$ cat src/rtl/core/xet_pkg.sv
package xet_pkg;

  localparam int CNT_W = 16;
  localparam int NKW = 21;
  localparam int KEYWORD_MAX_LEN = 22;
  localparam int KW_BITS = KEYWORD_MAX_LEN * 8;
  localparam int MAX_TOK = 3;
  localparam logic [CNT_W-1:0] MAX_EXPR_LEN = 16'hFFFF;
  localparam logic [CNT_W-1:0] MAX_LINE = 16'hFFFF;
  localparam logic [CNT_W-1:0] MAX_COLUMN = 16'hFFFF;
  localparam logic [NKW-1:0] ALL_KW = '1;
  localparam int DEFAULT_QUEUE_DEPTH = 4;

  localparam logic [5:0] K_END = 6'd0;
  localparam logic [5:0] K_SLASH = 6'd1;
  localparam logic [5:0] K_DSLASH = 6'd2;
  localparam logic [5:0] K_AT = 6'd3;
  localparam logic [5:0] K_DOT = 6'd4;
  localparam logic [5:0] K_DDOT = 6'd5;
  localparam logic [5:0] K_LPAREN = 6'd6;
  localparam logic [5:0] K_RPAREN = 6'd7;
  localparam logic [5:0] K_LBRACKET = 6'd8;
  localparam logic [5:0] K_RBRACKET = 6'd9;
  localparam logic [5:0] K_COMMA = 6'd10;
  localparam logic [5:0] K_DCOLON = 6'd11;
  localparam logic [5:0] K_NCNAME = 6'd12;
  localparam logic [5:0] K_QNAME = 6'd13;
  localparam logic [5:0] K_STRING = 6'd14;
  localparam logic [5:0] K_NUMBER = 6'd15;
  localparam logic [5:0] K_EQ = 6'd16;
  localparam logic [5:0] K_NE = 6'd17;
  localparam logic [5:0] K_LT = 6'd18;
  localparam logic [5:0] K_LE = 6'd19;
  localparam logic [5:0] K_GT = 6'd20;
  localparam logic [5:0] K_GE = 6'd21;
  localparam logic [5:0] K_PLUS = 6'd22;
  localparam logic [5:0] K_MINUS = 6'd23;
  localparam logic [5:0] K_STAR = 6'd24;
  localparam logic [5:0] K_PIPE = 6'd25;
  localparam logic [5:0] K_DOLLAR = 6'd47;
  localparam logic [5:0] K_QUESTION = 6'd48;
  localparam logic [5:0] K_HASH = 6'd49;
  localparam logic [5:0] K_CONCAT = 6'd50;
  localparam logic [5:0] K_COLON = 6'd51;
  localparam logic [5:0] K_ASSIGN = 6'd52;
  localparam logic [5:0] K_ARROW = 6'd53;
  localparam logic [5:0] K_BANG = 6'd54;
  localparam logic [5:0] K_LBRACE = 6'd55;
  localparam logic [5:0] K_RBRACE = 6'd56;

  // bits 0..12 axes, 13..16 node tests, 17..20 operator words
  localparam logic [KW_BITS-1:0] KW_STR [NKW] = '{
    "ancestor", "ancestor-or-self", "attribute", "child", "descendant",
    "descendant-or-self", "following", "following-sibling", "namespace",
    "parent", "preceding", "preceding-sibling", "self",
    "comment", "text", "node", "processing-instruction",
    "and", "or", "div", "mod"
  };
  localparam logic [4:0] KW_LEN [NKW] = '{
    5'd8, 5'd16, 5'd9, 5'd5, 5'd10, 5'd18, 5'd9, 5'd17, 5'd9, 5'd6, 5'd9, 5'd17, 5'd4,
    5'd7, 5'd4, 5'd4, 5'd22,
    5'd3, 5'd2, 5'd3, 5'd3
  };
  localparam logic [5:0] KW_KIND [NKW] = '{
    6'd30, 6'd31, 6'd32, 6'd33, 6'd34, 6'd35, 6'd36, 6'd37, 6'd38, 6'd39, 6'd40,
    6'd41, 6'd42, 6'd43, 6'd44, 6'd46, 6'd45, 6'd26, 6'd27, 6'd28, 6'd29
  };

  typedef enum logic [4:0] {
    M_IDLE, M_SLASH, M_DOT, M_COLON, M_EQ, M_BANG, M_LT, M_GT, M_PIPE,
    M_STRING, M_NUMBER, M_NAME, M_NAME_COLON, M_LOCAL
  } mode_t;

  typedef struct packed {
    logic [7:0] text_byte;
    logic       end_of_text;
  } in_t;

  typedef struct packed {
    logic [5:0]       token_kind;
    logic [CNT_W-1:0] start_offset;
    logic [CNT_W-1:0] token_length;
    logic [CNT_W-1:0] start_line;
    logic [CNT_W-1:0] start_column;
    logic             lex_error;
    logic             last_of_run;
  } tok_t;

  typedef struct packed {
    logic [1:0]         cnt;
    tok_t [MAX_TOK-1:0] tok;
  } bundle_t;

endpackage

$ cat src/rtl/core/xet_front.sv
module xet_front (
  input  logic            clk,
  input  logic            rst_n,
  input  logic            accept,
  input  xet_pkg::in_t    in_data,
  output logic            bndl_valid,
  output xet_pkg::bundle_t bndl
);
  import xet_pkg::*;

  typedef struct packed {
    logic       emit;
    logic [5:0] kind;
    logic       err;
    mode_t      mode;
    logic       mark;
    logic       dq_set;
    logic       dq;
    logic       name;
  } sb_t;

  function automatic logic is_ws(logic [7:0] b);
    return b == 8'h20 || b == 8'h09 || b == 8'h0A || b == 8'h0B || b == 8'h0C || b == 8'h0D;
  endfunction

  function automatic logic is_digit(logic [7:0] b);
    return b >= "0" && b <= "9";
  endfunction

  function automatic logic is_nstart(logic [7:0] b);
    return (b >= "A" && b <= "Z") || (b >= "a" && b <= "z") || b == "_" || b[7];
  endfunction

  function automatic logic is_nchar(logic [7:0] b);
    return is_nstart(b) || is_digit(b) || b == "-" || b == ".";
  endfunction

  function automatic logic [NKW-1:0] kw_match(logic [CNT_W-1:0] n, logic [7:0] b);
    logic [NKW-1:0] m;
    logic [4:0] p;
    m = '0;
    for (int k = 0; k < NKW; k++) begin
      p = 5'(KW_LEN[k] - 5'd1 - n[4:0]);
      if (n < CNT_W'(KW_LEN[k]) && KW_STR[k][{p, 3'b000} +: 8] == b) m[k] = 1'b1;
    end
    return m;
  endfunction

  // sel: 0 operator words only, 1 followed by "::", 2 followed by '('
  function automatic logic [5:0] name_kind(logic [1:0] sel, logic [NKW-1:0] c,
                                           logic [CNT_W-1:0] n);
    logic [5:0] kind;
    kind = K_NCNAME;
    for (int k = NKW - 1; k >= 17; k--)
      if (c[k] && n == CNT_W'(KW_LEN[k])) kind = KW_KIND[k];
    if (sel == 2'd1) begin
      for (int k = 12; k >= 0; k--)
        if (c[k] && n == CNT_W'(KW_LEN[k])) kind = KW_KIND[k];
    end
    if (sel == 2'd2) begin
      for (int k = 16; k >= 13; k--)
        if (c[k] && n == CNT_W'(KW_LEN[k])) kind = KW_KIND[k];
    end
    return kind;
  endfunction

  function automatic sb_t start_byte(logic [7:0] b);
    sb_t s;
    s = '0;
    s.mode = M_IDLE;
    if (!is_ws(b)) begin
      s.emit = 1'b1;
      case (b)
        "@": s.kind = K_AT;
        "(": s.kind = K_LPAREN;
        ")": s.kind = K_RPAREN;
        "[": s.kind = K_LBRACKET;
        "]": s.kind = K_RBRACKET;
        ",": s.kind = K_COMMA;
        "?": s.kind = K_QUESTION;
        "#": s.kind = K_HASH;
        "+": s.kind = K_PLUS;
        "-": s.kind = K_MINUS;
        "*": s.kind = K_STAR;
        "$": s.kind = K_DOLLAR;
        "{": s.kind = K_LBRACE;
        "}": s.kind = K_RBRACE;
        default: begin
          s.emit = 1'b0;
          s.mark = 1'b1;
        end
      endcase
      if (s.mark) begin
        case (b)
          "|": s.mode = M_PIPE;
          "/": s.mode = M_SLASH;
          ".": s.mode = M_DOT;
          ":": s.mode = M_COLON;
          "=": s.mode = M_EQ;
          "!": s.mode = M_BANG;
          "<": s.mode = M_LT;
          ">": s.mode = M_GT;
          "'", "\"": begin
            s.mode = M_STRING;
            s.dq_set = 1'b1;
            s.dq = (b == "\"");
          end
          default: begin
            if (is_digit(b)) begin
              s.mode = M_NUMBER;
            end else if (is_nstart(b)) begin
              s.mode = M_NAME;
              s.name = 1'b1;
            end else begin
              s.emit = 1'b1;
              s.kind = K_END;
              s.err = 1'b1;
            end
          end
        endcase
      end
    end
    return s;
  endfunction

  function automatic tok_t mk(logic [5:0] kind, logic [CNT_W-1:0] off, logic [CNT_W-1:0] len,
                              logic [CNT_W-1:0] line, logic [CNT_W-1:0] col, logic err);
    tok_t t;
    t.token_kind = kind;
    t.start_offset = off;
    t.token_length = len;
    t.start_line = line;
    t.start_column = col;
    t.lex_error = err;
    t.last_of_run = 1'b0;
    return t;
  endfunction

  mode_t mode_r, mode_nxt;
  logic dq_r, dq_nxt, err_r, err_nxt;
  logic [CNT_W-1:0] off_r, off_nxt, line_r, line_nxt, col_r, col_nxt;
  logic [CNT_W-1:0] ts_off_r, ts_off_nxt, ts_line_r, ts_line_nxt, ts_col_r, ts_col_nxt;
  logic [CNT_W-1:0] npl_r, npl_nxt;
  logic [NKW-1:0] kwc_r, kwc_nxt;

  logic [7:0] b;
  logic eot;
  sb_t sb;
  logic [7:0] second;
  logic [5:0] two_kind, one_kind;
  logic [CNT_W-1:0] prev_off, prev_col;

  assign b = in_data.text_byte;
  assign eot = in_data.end_of_text;
  assign sb = start_byte(b);
  assign prev_off = (off_r != '0) ? off_r - 1'b1 : '0;
  assign prev_col = (col_r > CNT_W'(1)) ? col_r - 1'b1 : CNT_W'(1);

  // Second byte and kinds of the pending two-byte operators
  always_comb begin
    second = 8'h00;
    two_kind = K_END;
    one_kind = K_END;
    case (mode_r)
      M_PIPE: begin second = "|"; two_kind = K_CONCAT; one_kind = K_PIPE; end
      M_SLASH: begin second = "/"; two_kind = K_DSLASH; one_kind = K_SLASH; end
      M_DOT: begin second = "."; two_kind = K_DDOT; one_kind = K_DOT; end
      M_COLON: begin
        second = (b == "=") ? 8'h3D : 8'h3A;
        two_kind = (b == "=") ? K_ASSIGN : K_DCOLON;
        one_kind = K_COLON;
      end
      M_EQ: begin second = ">"; two_kind = K_ARROW; one_kind = K_EQ; end
      M_BANG: begin second = "="; two_kind = K_NE; one_kind = K_BANG; end
      M_LT: begin second = "="; two_kind = K_LE; one_kind = K_LT; end
      M_GT: begin second = "="; two_kind = K_GE; one_kind = K_GT; end
      default: ;
    endcase
  end

  // Next scan mode
  always_comb begin
    mode_nxt = mode_r;
    if (eot) begin
      mode_nxt = M_IDLE;
    end else if (!err_r) begin
      case (mode_r)
        M_PIPE, M_SLASH, M_COLON, M_EQ, M_BANG, M_LT, M_GT:
          mode_nxt = (b == second) ? M_IDLE : sb.mode;
        M_DOT: mode_nxt = is_digit(b) ? M_NUMBER : (b == second) ? M_IDLE : sb.mode;
        M_STRING: mode_nxt = (b == (dq_r ? 8'h22 : 8'h27)) ? M_IDLE : M_STRING;
        M_NUMBER: mode_nxt = (is_digit(b) || b == ".") ? M_NUMBER : sb.mode;
        M_NAME: mode_nxt = is_nchar(b) ? M_NAME : (b == ":") ? M_NAME_COLON : sb.mode;
        M_NAME_COLON: mode_nxt = (b == ":") ? M_IDLE : is_nstart(b) ? M_LOCAL : sb.mode;
        M_LOCAL: mode_nxt = is_nchar(b) ? M_LOCAL : sb.mode;
        default: mode_nxt = sb.mode;
      endcase
    end
  end

  // Tokens and datapath state
  always_comb begin
    tok_t toks [MAX_TOK];
    logic [1:0] n;
    logic do_sb;
    for (int i = 0; i < MAX_TOK; i++) toks[i] = '0;
    n = 2'd0;
    do_sb = 1'b0;
    dq_nxt = dq_r;
    err_nxt = err_r;
    off_nxt = off_r;
    line_nxt = line_r;
    col_nxt = col_r;
    ts_off_nxt = ts_off_r;
    ts_line_nxt = ts_line_r;
    ts_col_nxt = ts_col_r;
    npl_nxt = npl_r;
    kwc_nxt = kwc_r;
    if (eot) begin
      if (err_r) begin
        toks[n] = mk(K_END, ts_off_r, '0, ts_line_r, ts_col_r, 1'b1); n = n + 2'd1;
      end else if (mode_r == M_STRING) begin
        toks[n] = mk(K_END, ts_off_r, '0, ts_line_r, ts_col_r, 1'b1); n = n + 2'd1;
      end else begin
        case (mode_r)
          M_PIPE, M_SLASH, M_DOT, M_COLON, M_EQ, M_BANG, M_LT, M_GT: begin
            toks[n] = mk(one_kind, ts_off_r, CNT_W'(1), ts_line_r, ts_col_r, 1'b0);
            n = n + 2'd1;
          end
          M_NUMBER, M_LOCAL: begin
            toks[n] = mk((mode_r == M_NUMBER) ? K_NUMBER : K_QNAME, ts_off_r,
                         off_r - ts_off_r, ts_line_r, ts_col_r, 1'b0);
            n = n + 2'd1;
          end
          M_NAME, M_NAME_COLON: begin
            toks[n] = mk(name_kind(2'd0, kwc_r, npl_r), ts_off_r, npl_r, ts_line_r,
                         ts_col_r, 1'b0);
            n = n + 2'd1;
            if (mode_r == M_NAME_COLON) begin
              toks[n] = mk(K_COLON, prev_off, CNT_W'(1), line_r, prev_col, 1'b0);
              n = n + 2'd1;
            end
          end
          default: ;
        endcase
        toks[n] = mk(K_END, off_r, '0, line_r, col_r, 1'b0); n = n + 2'd1;
      end
      // return to the reset state
      dq_nxt = 1'b0;
      err_nxt = 1'b0;
      off_nxt = '0;
      line_nxt = CNT_W'(1);
      col_nxt = CNT_W'(1);
      ts_off_nxt = '0;
      ts_line_nxt = CNT_W'(1);
      ts_col_nxt = CNT_W'(1);
      npl_nxt = '0;
      kwc_nxt = ALL_KW;
    end else if (!err_r) begin
      case (mode_r)
        M_PIPE, M_SLASH, M_COLON, M_EQ, M_BANG, M_LT, M_GT, M_DOT: begin
          if (mode_r == M_DOT && is_digit(b)) begin
            n = 2'd0;
          end else if (b == second) begin
            toks[n] = mk(two_kind, ts_off_r, CNT_W'(2), ts_line_r, ts_col_r, 1'b0);
            n = n + 2'd1;
          end else begin
            toks[n] = mk(one_kind, ts_off_r, CNT_W'(1), ts_line_r, ts_col_r, 1'b0);
            n = n + 2'd1;
            do_sb = 1'b1;
          end
        end
        M_STRING: begin
          if (b == (dq_r ? 8'h22 : 8'h27)) begin
            toks[n] = mk(K_STRING, ts_off_r, off_r - ts_off_r + 1'b1, ts_line_r, ts_col_r,
                         1'b0);
            n = n + 2'd1;
          end
        end
        M_NUMBER, M_LOCAL: begin
          if ((mode_r == M_NUMBER) ? !(is_digit(b) || b == ".") : !is_nchar(b)) begin
            toks[n] = mk((mode_r == M_NUMBER) ? K_NUMBER : K_QNAME, ts_off_r,
                         off_r - ts_off_r, ts_line_r, ts_col_r, 1'b0);
            n = n + 2'd1;
            do_sb = 1'b1;
          end
        end
        M_NAME: begin
          if (is_nchar(b)) begin
            kwc_nxt = kwc_r & kw_match(npl_r, b);
            if (npl_r != '1) npl_nxt = npl_r + 1'b1;
          end else if (b != ":") begin
            toks[n] = mk(name_kind((b == "(") ? 2'd2 : 2'd0, kwc_r, npl_r), ts_off_r, npl_r,
                         ts_line_r, ts_col_r, 1'b0);
            n = n + 2'd1;
            do_sb = 1'b1;
          end
        end
        M_NAME_COLON: begin
          if (b == ":") begin
            toks[n] = mk(name_kind(2'd1, kwc_r, npl_r), ts_off_r, npl_r, ts_line_r, ts_col_r,
                         1'b0);
            n = n + 2'd1;
            toks[n] = mk(K_DCOLON, prev_off, CNT_W'(2), line_r, prev_col, 1'b0);
            n = n + 2'd1;
          end else if (!is_nstart(b)) begin
            // prefix colon dropped silently
            toks[n] = mk(name_kind((b == "(") ? 2'd2 : 2'd0, kwc_r, npl_r), ts_off_r, npl_r,
                         ts_line_r, ts_col_r, 1'b0);
            n = n + 2'd1;
            do_sb = 1'b1;
          end
        end
        default: do_sb = 1'b1;
      endcase
      if (do_sb) begin
        if (sb.mark) begin
          ts_off_nxt = off_r;
          ts_line_nxt = line_r;
          ts_col_nxt = col_r;
        end
        if (sb.dq_set) dq_nxt = sb.dq;
        if (sb.name) begin
          npl_nxt = CNT_W'(1);
          kwc_nxt = kw_match('0, b);
        end
        if (sb.emit) begin
          toks[n] = mk(sb.kind, off_r, sb.err ? '0 : CNT_W'(1), line_r, col_r, sb.err);
          n = n + 2'd1;
        end
        if (sb.err) err_nxt = 1'b1;
      end
      // advance position
      if (off_r < MAX_EXPR_LEN) off_nxt = off_r + 1'b1;
      if (b == 8'h0A) begin
        if (line_r < MAX_LINE) line_nxt = line_r + 1'b1;
        col_nxt = CNT_W'(1);
      end else if (col_r < MAX_COLUMN) begin
        col_nxt = col_r + 1'b1;
      end
    end
    if (n != 2'd0) toks[n - 2'd1].last_of_run = 1'b1;
    bndl.cnt = n;
    for (int i = 0; i < MAX_TOK; i++) bndl.tok[i] = toks[i];
    bndl_valid = accept && (n != 2'd0);
  end

  always_ff @(posedge clk) begin
    if (!rst_n) begin
      mode_r <= M_IDLE;
      dq_r <= 1'b0;
      err_r <= 1'b0;
      off_r <= '0;
      line_r <= CNT_W'(1);
      col_r <= CNT_W'(1);
      ts_off_r <= '0;
      ts_line_r <= CNT_W'(1);
      ts_col_r <= CNT_W'(1);
      npl_r <= '0;
      kwc_r <= ALL_KW;
    end else if (accept) begin
      mode_r <= mode_nxt;
      dq_r <= dq_nxt;
      err_r <= err_nxt;
      off_r <= off_nxt;
      line_r <= line_nxt;
      col_r <= col_nxt;
      ts_off_r <= ts_off_nxt;
      ts_line_r <= ts_line_nxt;
      ts_col_r <= ts_col_nxt;
      npl_r <= npl_nxt;
      kwc_r <= kwc_nxt;
    end
  end

endmodule

$ cat src/rtl/core/xet_back.sv
module xet_back #(
  parameter int QUEUE_DEPTH = xet_pkg::DEFAULT_QUEUE_DEPTH
) (
  input  logic             clk,
  input  logic             rst_n,
  input  logic             bndl_valid,
  input  xet_pkg::bundle_t bndl,
  output logic             full,
  output logic             empty,
  input  logic             pop,
  output xet_pkg::tok_t    out_tok
);
  import xet_pkg::*;

  localparam int PW = (QUEUE_DEPTH > 1) ? $clog2(QUEUE_DEPTH) : 1;
  localparam int CW = $clog2(QUEUE_DEPTH + 1);

  bundle_t q_mem [QUEUE_DEPTH];
  logic [PW-1:0] wr_ptr_r, rd_ptr_r;
  logic [CW-1:0] q_cnt_r;
  logic [1:0] sel_r;
  logic out_valid_r;
  tok_t out_tok_r;
  bundle_t head;
  logic load, deq;

  assign head = q_mem[rd_ptr_r];
  assign full = (q_cnt_r == CW'(QUEUE_DEPTH));
  // load the output register when it is free or being drained
  assign load = (q_cnt_r != '0) && (!out_valid_r || pop);
  assign deq = load && (sel_r == head.cnt - 2'd1);
  assign empty = !out_valid_r;
  assign out_tok = out_tok_r;

  always_ff @(posedge clk) begin
    if (bndl_valid) q_mem[wr_ptr_r] <= bndl;
    if (load) out_tok_r <= head.tok[sel_r];
  end

  always_ff @(posedge clk) begin
    if (!rst_n) begin
      wr_ptr_r <= '0;
      rd_ptr_r <= '0;
      q_cnt_r <= '0;
      sel_r <= 2'd0;
      out_valid_r <= 1'b0;
    end else begin
      if (bndl_valid)
        wr_ptr_r <= (wr_ptr_r == PW'(QUEUE_DEPTH - 1)) ? '0 : wr_ptr_r + 1'b1;
      if (deq)
        rd_ptr_r <= (rd_ptr_r == PW'(QUEUE_DEPTH - 1)) ? '0 : rd_ptr_r + 1'b1;
      q_cnt_r <= q_cnt_r + CW'(bndl_valid) - CW'(deq);
      if (load) sel_r <= deq ? 2'd0 : sel_r + 2'd1;
      if (load) out_valid_r <= 1'b1;
      else if (pop) out_valid_r <= 1'b0;
    end
  end

`ifndef ASSERT_OFF
  a_cnt_bound: assert property (@(posedge clk) disable iff (!rst_n)
    q_cnt_r <= CW'(QUEUE_DEPTH)) else $error("bundle queue overrun");
  a_no_push_full: assert property (@(posedge clk) disable iff (!rst_n)
    full |-> !bndl_valid) else $error("bundle written while queue full");
  a_sel_range: assert property (@(posedge clk) disable iff (!rst_n)
    (q_cnt_r != '0) |-> (sel_r < head.cnt)) else $error("token index past bundle");
  a_load_valid: assert property (@(posedge clk) disable iff (!rst_n)
    load |=> out_valid_r) else $error("loaded token not shown");
`endif

endmodule

$ cat src/rtl/core/xpath_expression_tokenizer_core.sv
// XPath tokenizer: push one byte per transaction (end_of_text=1 closes the
// expression and returns to the reset state). The front lexer takes one byte
// every cycle while the queue has room and turns it into zero to three
// tokens, which go as one bundle into a small bundle queue; the back drains
// that queue one token per cycle while the receiver pops, into the output
// register. Sustained rate is one byte per cycle while the receiver pops and
// each byte yields at most one token; full rises at QUEUE_DEPTH bundles.
module xpath_expression_tokenizer_core #(
  parameter int QUEUE_DEPTH = xet_pkg::DEFAULT_QUEUE_DEPTH
) (
  input  logic          clk,
  input  logic          rst_n,
  input  logic          push,
  output logic          full,
  input  xet_pkg::in_t  in_data,
  output logic          empty,
  input  logic          pop,
  output xet_pkg::tok_t out_data
);
  import xet_pkg::*;

  logic accept;
  logic bndl_valid;
  bundle_t bndl;

  // accept a byte transaction whenever the bundle queue has room
  assign accept = push && !full;

  xet_front u_front (
    .clk       (clk),
    .rst_n     (rst_n),
    .accept    (accept),
    .in_data   (in_data),
    .bndl_valid(bndl_valid),
    .bndl      (bndl)
  );

  // hold finished tokens and serialize them to the output port
  xet_back #(
    .QUEUE_DEPTH(QUEUE_DEPTH)
  ) u_back (
    .clk       (clk),
    .rst_n     (rst_n),
    .bndl_valid(bndl_valid),
    .bndl      (bndl),
    .full      (full),
    .empty     (empty),
    .pop       (pop),
    .out_tok   (out_data)
  );

endmodule

$ cat config.mk
export PLATFORM = sky130hd
export DESIGN_NAME = xpath_expression_tokenizer_core
export DESIGN_NICKNAME = d
export VERILOG_FILES = /design/src/rtl/core/xet_pkg.sv /design/src/rtl/core/xet_front.sv /design/src/rtl/core/xet_back.sv /design/src/rtl/core/xpath_expression_tokenizer_core.sv
export SDC_FILE = /design/constraint.sdc
export NUM_CORES = 2
export LEC_CHECK = 0
export BUFFER_PORTS_ARGS = -buffer_cell sky130_fd_sc_hd__buf_2
export CORE_MARGIN = 2
export CORE_UTILIZATION = 28
export CTS_CLUSTER_DIAMETER = 200
export DETAILED_ROUTE_END_ITERATION = 12
export PLACE_DENSITY = 0.4
export SKIP_LAST_GASP = 1
export SLEW_MARGIN = 20
export SYNTH_ARGS = -nofsm -noshare
export SYNTH_HDL_FRONTEND = slang
export SYNTH_HIERARCHICAL = 1
export SYNTH_SLANG_ARGS = --single-unit
$ cat constraint.sdc
create_clock -name clk -period 12.8 [get_ports clk]
set_input_delay 1.92 -clock clk [delete_from_list [all_inputs] [get_ports clk]]
set_output_delay 1.92 -clock clk [all_outputs]
set_load 0.005 [all_outputs]
==> metrics.txt <==
# TYPE chip_impl_metric gauge
chip_impl_metric{name="postRouteAntennaNets",unit=""} 0
chip_impl_metric{name="vias",unit=""} 34070
chip_impl_info{name="hold_wc_path_type",value="reg2reg"} 1
chip_impl_metric{name="synth-compound-area-share",unit="%"} 11.58
chip_impl_metric{name="max_cap_viols",unit=""} 0
chip_impl_metric{name="timing.final.crit_share",unit="%"} 58.19
chip_impl_metric{name="fillCellCount",unit=""} 18440
chip_impl_metric{name="nets",unit=""} 4075
chip_impl_metric{name="rows",unit=""} 158
chip_impl_metric{name="period_minus_slack",unit="ns"} 7.448
chip_impl_metric{name="slew_viol_final",unit=""} 0
chip_impl_metric{name="globalRouteOverflowTotal",unit=""} 0
chip_impl_metric{name="post_route_cells_drive_above_1_share",unit="%"} 15.92
chip_impl_metric{name="antenna_violations_before_repair",unit=""} 5
chip_impl_metric{name="finalSetupTns",unit="ns"} 0
chip_impl_metric{name="ys_seq_area_share",unit="%"} 59.97
chip_impl_metric{name="use_met1",unit="%"} 22.80
chip_impl_info{name="grt_setup_unrepaired",value="no"} 1
chip_impl_metric{name="clk-insertion-delay-late",unit="ns"} 0.76
chip_impl_metric{name="critPathRequiredTime",unit="ns"} 13.18
chip_impl_metric{name="adder_and_majority_gate_portion_of_the_synthesized_area",unit="%"} 1.555
chip_impl_metric{name="clock_skew",unit="ns"} 0.03095
chip_impl_metric{name="detail_route.wl_per_cell",unit="um"} 24.99
chip_impl_metric{name="finished_layout_cell_area",unit="sq um"} 59540
chip_impl_metric{name="pin_count",unit=""} 87
chip_impl_metric{name="whs",unit="ns"} 0.4720
chip_impl_metric{name="postCtsSetupBuffers",unit=""} 0
chip_impl_metric{name="area_growth_syn_to_layout",unit="%"} 13.81
chip_impl_metric{name="postLayoutSetupSlackWorst",unit="ns"} 5.352
chip_impl_metric{name="report.final.hold_viol_count",unit=""} 0
chip_impl_metric{name="synth_seq_cells",unit=""} 1095
chip_impl_metric{name="cts_resized",unit=""} 0
chip_impl_metric{name="worst-endpoint-arrival",unit="ns"} 7.83
chip_impl_info{name="main_combinational_cell_family_by_area_after_synthesis",value="compound AO/OA/AOI/OAI gates"} 1
chip_impl_metric{name="vias_per_cell",unit=""} 5.172
chip_impl_metric{name="die_area",unit="sq um"} 190300
chip_impl_metric{name="place.detailed.hpwl",unit="um"} 100900
chip_impl_metric{name="synthSimpleGateAreaFrac",unit="%"} 9.773
chip_impl_metric{name="globalplace.congestion",unit=""} 0.8661
chip_impl_metric{name="relSlewSlack",unit="%"} 24.15
chip_impl_metric{name="initial_core_util",unit="%"} 28.18
chip_impl_metric{name="yosys.cell_types.count",unit=""} 103
chip_impl_metric{name="grt_start_max_net_pins",unit=""} 127
chip_impl_metric{name="synth_edf_count",unit=""} 944
chip_impl_metric{name="setup_violations",unit=""} 0
chip_impl_info{name="grt_busiest_layer",value="met2"} 1
chip_impl_metric{name="clk_pin_slew_worst_setup_hold_paths",unit="ns"} 0.06
chip_impl_info{name="tritoncts",value="done"} 1
chip_impl_metric{name="drc",unit=""} 0
chip_impl_metric{name="synthArstFlopShare",unit="%"} 0
chip_impl_metric{name="clk_path_buf_depth",unit=""} 3
chip_impl_metric{name="highest_net_fanout_along_the_worst_path",unit=""} 57
chip_impl_info{name="ys_dominant_reg_cell",value="sky130_fd_sc_hd__edfxtp_1"} 1
chip_impl_metric{name="post_synth.cell_area_avg",unit="sq um"} 13.13
chip_impl_metric{name="post-route-util",unit="%"} 32.07
chip_impl_metric{name="cts-buffers-inserted",unit=""} 130
chip_impl_metric{name="tightest_slew",unit="ns"} 1.122
chip_impl_metric{name="ir_drop",unit="mV"} 0.1330
chip_impl_metric{name="drt_pass1_iterations",unit=""} 7
chip_impl_metric{name="power.static_leakage",unit="uW"} 0.01903
chip_impl_metric{name="dp_area",unit="sq um"} 55390
chip_impl_metric{name="first_global_vias",unit=""} 34620
chip_impl_metric{name="cts.sinks",unit=""} 1095
chip_impl_metric{name="cellPowerDensity",unit="nW/um^2"} 173.9
chip_impl_info{name="critPathKind",value="in2reg"} 1
chip_impl_metric{name="synth.mux.area_fraction",unit="%"} 11.45
chip_impl_metric{name="synthXorXnorAreaFrac",unit="%"} 2.277
chip_impl_info{name="run_status",value="completed"} 1
chip_impl_metric{name="synthesis.instances",unit=""} 3984
chip_impl_metric{name="fmax",unit="MHz"} 134.3
chip_impl_metric{name="io_buffers",unit=""} 86
chip_impl_metric{name="grt_usage",unit="%"} 17.09
chip_impl_info{name="cts_root_buffer",value="sky130_fd_sc_hd__clkbuf_16"} 1
chip_impl_metric{name="grt_pass1_wl",unit="um"} 243300
chip_impl_metric{name="post_synth_instance_area",unit="sq um"} 52310
chip_impl_metric{name="die_height",unit="um"} 436.2
chip_impl_metric{name="die_width",unit="um"} 436.2
chip_impl_info{name="layout_commonest_cell",value="sky130_fd_sc_hd__edfxtp_1"} 1
chip_impl_info{name="end_kind",value="flop"} 1
chip_impl_metric{name="grt_use_met3",unit="%"} 2.278
chip_impl_metric{name="routed_wirelength",unit="um"} 164700
chip_impl_metric{name="cts-hold-fix-buffers",unit=""} 0
chip_impl_metric{name="post_place_worst_slack",unit="ns"} 4.557
chip_impl_info{name="layout_common_cells",value="944 x sky130_fd_sc_hd__edfxtp_1, 301 x sky130_fd_sc_hd__nand2_1, 251 x sky130_fd_sc_hd__o21ai_0"} 1
chip_impl_metric{name="drt_iter0_drc",unit=""} 2611
chip_impl_metric{name="groute.layer.met2.usage",unit="%"} 28.69
chip_impl_metric{name="synth_warnings",unit=""} 6
chip_impl_metric{name="htreeDepth",unit=""} 4
chip_impl_info{name="setup.worst_path.start_class",value="input pin"} 1
chip_impl_metric{name="placeableCoreArea",unit="sq um"} 185600
[routing by layer]
layer / share of wire (%) / up-vias / wire length (um)
met1: 45 / 17450 / 73270
met2: 49 / 904 / 80410
li1: - / 15460 / -
met3: 4.0 / 254 / 6605
met5: 0.016 / - / 27
met4: 2.6 / 4 / 4340
[cell usage after synthesis, drive strengths merged, types with 38 or more instances]
library cell,count,area share [%]
xor2,49,0.82
ha,61,1.5
nand3,83,0.80
mux2i,101,1.9
buf,125,1.3
dfxtp,151,5.8
o22ai,43,0.53
o21ai,258,2.5
xnor2,87,1.5
clkbuf,204,1.5
edfxtp,944,54
nor2,218,1.6
inv,75,0.54
mux4,219,9.4
nor3,86,0.84
nand2,302,2.2
a21oi,203,2.0
a31oi,46,0.55
and2,85,1.0
a22o,106,1.8
nor2b,38,0.47
[cells by family after synthesis]
logic type	Yosys count
other	1
adder cells (fa/ha/maj)	64
flip-flops	1095
multiplexers	324
XOR/XNOR	136
AO/OA/AOI/OAI	924
AND/OR/NAND/NOR	1029
buffers and inverters	411
[state kept, by name, indices dropped and copies added (netlist names), named ones only]
signal              cells
u_front/npl_r          16
u_front/off_r          16
u_front/mode_r          4
u_front/err_r           1
u_front/ts_line_r      16
u_front/line_r         16
u_back/out_valid_r      1
u_back/out_tok         72
u_back/wr_ptr_r         2
u_front/col_r          16
u_front/kwc_r          21
u_front/ts_col_r       16
u_front/ts_off_r       16
u_back/sel_r            2
u_front/dq_r            1
u_back/rd_ptr_r         2
u_back/q_cnt_r          3
u_back/q_mem          872
[per-stage QoR]
stage               instances  total power, uW
CTS                      6587            10570
detailed placement       6347             6928
global placement         6347             6932
global route             6588            10860
finish                   6588            10350
floorplan                4012             6089
[critical path: stages]
cell and delay [ns]:
sky130_fd_sc_hd__buf_2 0.52, sky130_fd_sc_hd__and4bb_1 0.46, sky130_fd_sc_hd__and2_1 0.25, sky130_fd_sc_hd__or4_1 0.67
sky130_fd_sc_hd__a21oi_4 0.54, sky130_fd_sc_hd__o31a_1 0.65, sky130_fd_sc_hd__xnor2_1 0.12, sky130_fd_sc_hd__o21ai_0 0.21
sky130_fd_sc_hd__and2_1 0.28, sky130_fd_sc_hd__o21a_1 0.41, sky130_fd_sc_hd__and2_4 0.90, sky130_fd_sc_hd__buf_4 0.76
[area by class of cell]
cell class                 count  area (sq um)  share of cell area, %
multi-input combinational   2506         19360                  32.51
tap                         2480          3103                  5.212
clock buffer                 181          3600                  6.046
timing repair buffer         184          1241                  2.085
sequential                  1095         31390                  52.71
inverter                      82         307.8                 0.5170
clock inverter                59         541.8                 0.9100
antenna                        1         2.502               0.004203
[power by group]
part / leakage [uW] / internal, uW / switching [uW]
combinational: 0.00705 / 886 / 1360
sequential: 0.00996 / 4380 / 142
clock: 0.00202 / 2100 / 1490
total: 0.0190 / 7360 / 2990
[worst paths after layout]
check / from / end / slack [ns] / cells past startpoint
setup / recovery: in_data[7] / u_back/q_mem[0][138]$_DFFE_PP_ / 5.35 / 12
hold / removal: u_front/ts_col_r[0]$_SDFFE_PN1P_ / u_front/ts_col_r[0]$_SDFFE_PN1P_ / 0.47 / 2
setup reg to reg: u_front/mode_r[1]$_SDFFE_PN0P_ / u_back/q_mem[0][138]$_DFFE_PP_ / 6.62 / 11
hold reg to reg: u_front/ts_col_r[0]$_SDFFE_PN1P_ / u_front/ts_col_r[0]$_SDFFE_PN1P_ / 0.47 / 2
(Power assumes the default switching activity.)
